File: config.mk
export PLATFORM = sky130hd
export DESIGN_NAME = tts_ram
export DESIGN_NICKNAME = d
export VERILOG_FILES = /design/src/rtl/core/tts_ram.sv
export SDC_FILE = /design/constraint.sdc
export NUM_CORES = 2
export LEC_CHECK = 0
export BUFFER_PORTS_ARGS = -buffer_cell sky130_fd_sc_hd__buf_2
export CAP_MARGIN = 20
export CORE_MARGIN = 5
export CORE_UTILIZATION = 60
export CTS_CLUSTER_SIZE = 24
export DETAILED_ROUTE_END_ITERATION = 7
export PLACE_DENSITY_LB_ADDON = 0.2
export SLEW_MARGIN = 0
export SYNTH_ARGS = -nofsm -noshare
export SYNTH_HDL_FRONTEND = slang
export SYNTH_SLANG_ARGS = --single-unit
File: constraint.sdc
create_clock -name i_clk -period 8 [get_ports i_clk]
set_clock_uncertainty 0.15 [all_clocks]
set_input_delay 0.8 -clock i_clk [delete_from_list [all_inputs] [get_ports i_clk]]
set_output_delay 0.8 -clock i_clk [all_outputs]
set_load 0.01 [all_outputs]
File: src/rtl/core/tts_ram.sv
// ============================================================================
// tts_ram
// Simple dual-port RAM with one write port and a registered read port.
// ============================================================================
`default_nettype none

module tts_ram #(
    parameter int WIDTH = 64,
    parameter int DEPTH = 64,
    localparam int AW   = (DEPTH > 1) ? $clog2(DEPTH) : 1
) (
    input  wire logic             i_clk,
    input  wire logic             i_we,
    input  wire logic [AW-1:0]    i_waddr,
    input  wire logic [WIDTH-1:0] i_wdata,
    input  wire logic             i_re,
    input  wire logic [AW-1:0]    i_raddr,
    output logic      [WIDTH-1:0] o_rdata
);

    logic [WIDTH-1:0] r_mem [DEPTH];
    logic [WIDTH-1:0] r_rdata;

    always_ff @(posedge i_clk) begin
        if (i_we) begin
            r_mem[i_waddr] <= i_wdata;
        end
        if (i_re) begin
            r_rdata <= r_mem[i_raddr];
        end
    end

    assign o_rdata = r_rdata;

endmodule

`default_nettype wire

==> results.py <==
metrics = {
    "floorplanning": {
        "rows": 187,
        "die_y_um": 522,
        "die_w_um": 522,
        "start_util_pct": 60.4,
        "coreArea_um2": 260000,
        "ios": 143,
        "die_area_um2": 272000,
    },
    "hold_path": {
        "min-delay-path-class": "primary input to flop",
    },
    "timing": {
        "final_hold_viol_count": 0,
        "setup_tns_ns": 0,
        "fin_crit_sh_pct": 45.3,
        "tightest_slew_ns": 1.20,
        "slew_headroom_pct": 19.9,
        "maxSlewViolCount": 0,
        "period_minus_slack_ns": 3.63,
        "rsz0062_at_grt": "false",
        "clock.fmax_mhz": 276,
        "setup_viol": 0,
    },
    "placement": {
        "io_buffers": 142,
        "hpwl_um": 216000,
        "gp_congestion": 0.803,
    },
    "logic_synthesis": {
        "synth-seq-cells": 4160,
        "synth.distinct_cells": 32,
        "ys_seq_area_share_pct": 79.6,
        "synth_edf_count": 4160,
        "syn_inst": 6598,
        "syn_avg_cell_area_um2": 23.8,
        "synthesis.area_um2": 157000,
        "async_reset_ff_share_pct": 0,
        "ys.flop_type": "edfxtp_1",
        "ys_warn_count": 0,
        "syn_nets": 6677,
    },
    "run": {
        "maxCapViolations": 0,
    },
    "route": {
        "routedWlPerCell_um": 38.3,
        "via_per_inst": 7.07,
        "first_pass_iters": 5,
        "ant_nets": 0,
        "routed_wl_um": 415000,
        "drc": 0,
        "vias": 76648,
        "drt_iter0_drc": 12493,
    },
    "pwr": {
        "clkPwrFrac_pct": 40.8,
        "p_per_area_nw_per_um2": 253,
        "intPower_mw": 35.2,
        "p_leak_nw": 54.7,
        "switching_share_pct": 20.8,
        "pwr-share-seq_pct": 54.6,
        "irDropWorstVdd_v": 0.000212,
        "switchingPower_mw": 9.23,
        "power_mw": 44.5,
        "p_comb_share_pct": 4.6,
    },
    "setup_path": {
        "cp_top_family": "buffers and inverters",
        "path_cells": "buf_8 > buf_12 > buf_12 > mux4_2 > or3_1 > a41oi_1 > a211oi_1",
        "crit_type": "primary input to flop",
        "required_ns": 8.51,
        "cp_max_fo": 112,
        "path_buf_inv": 3,
        "slowest_stage": "mux4_2",
        "critPathLaunchType": "primary input",
        "slowest_delay_ns": 0.58,
        "crit_arrival_ns": 4.14,
        "cp_common_cell": "buf_12",
        "cp-end-kind": "flop",
    },
    "global_routing": {
        "grt_pass1_vias": 76016,
        "grt_max_degree": 142,
        "track_usage_pct": 30.6,
        "overflow": 0,
        "antenna_found_initial": 29,
        "grt_first_pass_wirelength_um": 582000,
    },
    "clock_network": {
        "clk_pin_slew_ns": 0.06,
        "cts_inserted_buffers": 409,
        "cts_resized": 0,
        "clockBufferDepth": 4,
        "cts_sinks": 4160,
        "clkLatencyLatePin_ns": 1.00,
        "ctsHtreeMaxLevel": 5,
        "cts_tree": "built",
        "cts_hold_buf": 0,
        "postCtsSetupBuffers": 0,
        "root_buffer": "clkbuf_16",
    },
    "finish": {
        "register_area_um2": 125000,
        "drive_above_1_share_pct": 27.8,
        "synthToLayoutAreaGrowth_pct": 12.0,
        "fillers": 15667,
        "layout.nets": 7089,
        "multi_input_area_um2": 30800,
    },
    "run_status": {
        "status": "complete, no violations",
    },
}
-- layout by cell type, fill, tap and decap left out, types with 7 or more instances in the layout --
cell	instances
dlygate4sd3_1	7
nor2b_1	24
clkinv_1	89
a31oi_1	18
buf_4	174
o22ai_1	83
clkbuf_16	415
clkinvlp_4	14
mux2i_1	135
buf_2	138
bufinv_16	25
inv_1	19
a211oi_1	63
and3_1	64
nor2_1	47
a2bb2oi_1	19
o221ai_1	38
mux4_2	1024
a41oi_1	26
or3_1	29
a22o_1	88
buf_12	45
nor2_4	65
nand2b_1	9
clkinv_2	77
diode_2	14
a22oi_1	168
or2_2	28
nand3_1	45
edfxtp_1	4160
clkbuf_1	93
nand2_1	56
-- cell type report --
class	count	share of cell area [%]
antenna	14	0.0199
clock buffer	508	6.11
clock inverter	217	0.991
inverter	19	0.0406
multi-input combinational	2049	17.5
sequential	4160	71.1
tap	3496	2.49
timing repair buffer	371	1.78
-- cell families after synthesis --
| kind of cell | count (synthesis) | share of synthesized area [%] |
|---|---|---|
| muxes | 1159 | 15.6 |
| buffers and inverters | 389 | 1.18 |
| AOI/OAI and AO/OA | 504 | 2.47 |
| and+or+nand+nor | 386 | 1.23 |
| DFF | 4160 | 79.6 |
-- metrics by stage --
stage | worst slack, ns | area (um^2) | cells | hold WS, ns | util (%)
after floorplan | 1.61 | 157000 | 6598 | 0.715 | -
after global placement | 3.35 | 163000 | 10059 | 0.747 | 62.5
after detailed placement | 3.37 | 163000 | 10062 | 0.753 | 62.6
after CTS | 4.42 | 175000 | 10787 | 0.0160 | 67.4
after global routing | 4.20 | 176000 | 10826 | 0.0111 | 67.6
final | 4.37 | 176000 | 10834 | 0.0379 | 67.6
-- power groups by stage --
stage | Combinational, mW | Sequential [mW] | Clock [mW]
after CTS | 2.02 | 24.3 | 18.3
after floorplan | 1.12 | 24.7 | 0
final | 2.05 | 24.3 | 18.1
after global routing | 2.16 | 24.3 | 19.3
after detailed placement | 2.01 | 24.7 | 0
after global placement | 1.97 | 24.7 | 0
-- state kept, by name (all words and copies together) (netlist names) --
| signal | count |
|---|---|
| r_mem | 4096 |
| o_rdata | 64 |
-- cells in the mapped netlist, types with 34 or more instances --
library cell | n | area (um^2)
clkbuf_1 | 140 | 526
o22ai_1 | 83 | 519
and3_1 | 64 | 400
mux2i_1 | 135 | 1350
nand3_1 | 45 | 225
buf_4 | 34 | 255
mux4_2 | 1024 | 23100
nor2_1 | 112 | 420
a211oi_1 | 63 | 473
a22o_1 | 88 | 771
edfxtp_1 | 4160 | 125000
buf_2 | 170 | 851
a22oi_1 | 168 | 1260
o221ai_1 | 38 | 333
nand2_1 | 58 | 218
-- metal layers --
metal / wire length, um / track usage [%]
met2: 198000 / 47.2
met4: 16300 / 11.0
met5: 24 / 0
met3: 50400 / 6.48
met1: 150000 / 44.6
-- final timing paths --
check                                   start             to  slack (ns)  cells after the start
worst max-delay path               i_raddr[1]     o_rdata[8]        4.37                      7
worst min-delay path              i_wdata[48]  r_mem[38][48]        0.04                      1
worst max register to register    r_mem[9][2]     o_rdata[2]        5.46                      5
worst min register to register  r_mem[53][16]    o_rdata[16]        0.77                      4
Power figures use the tool's default switching activity.
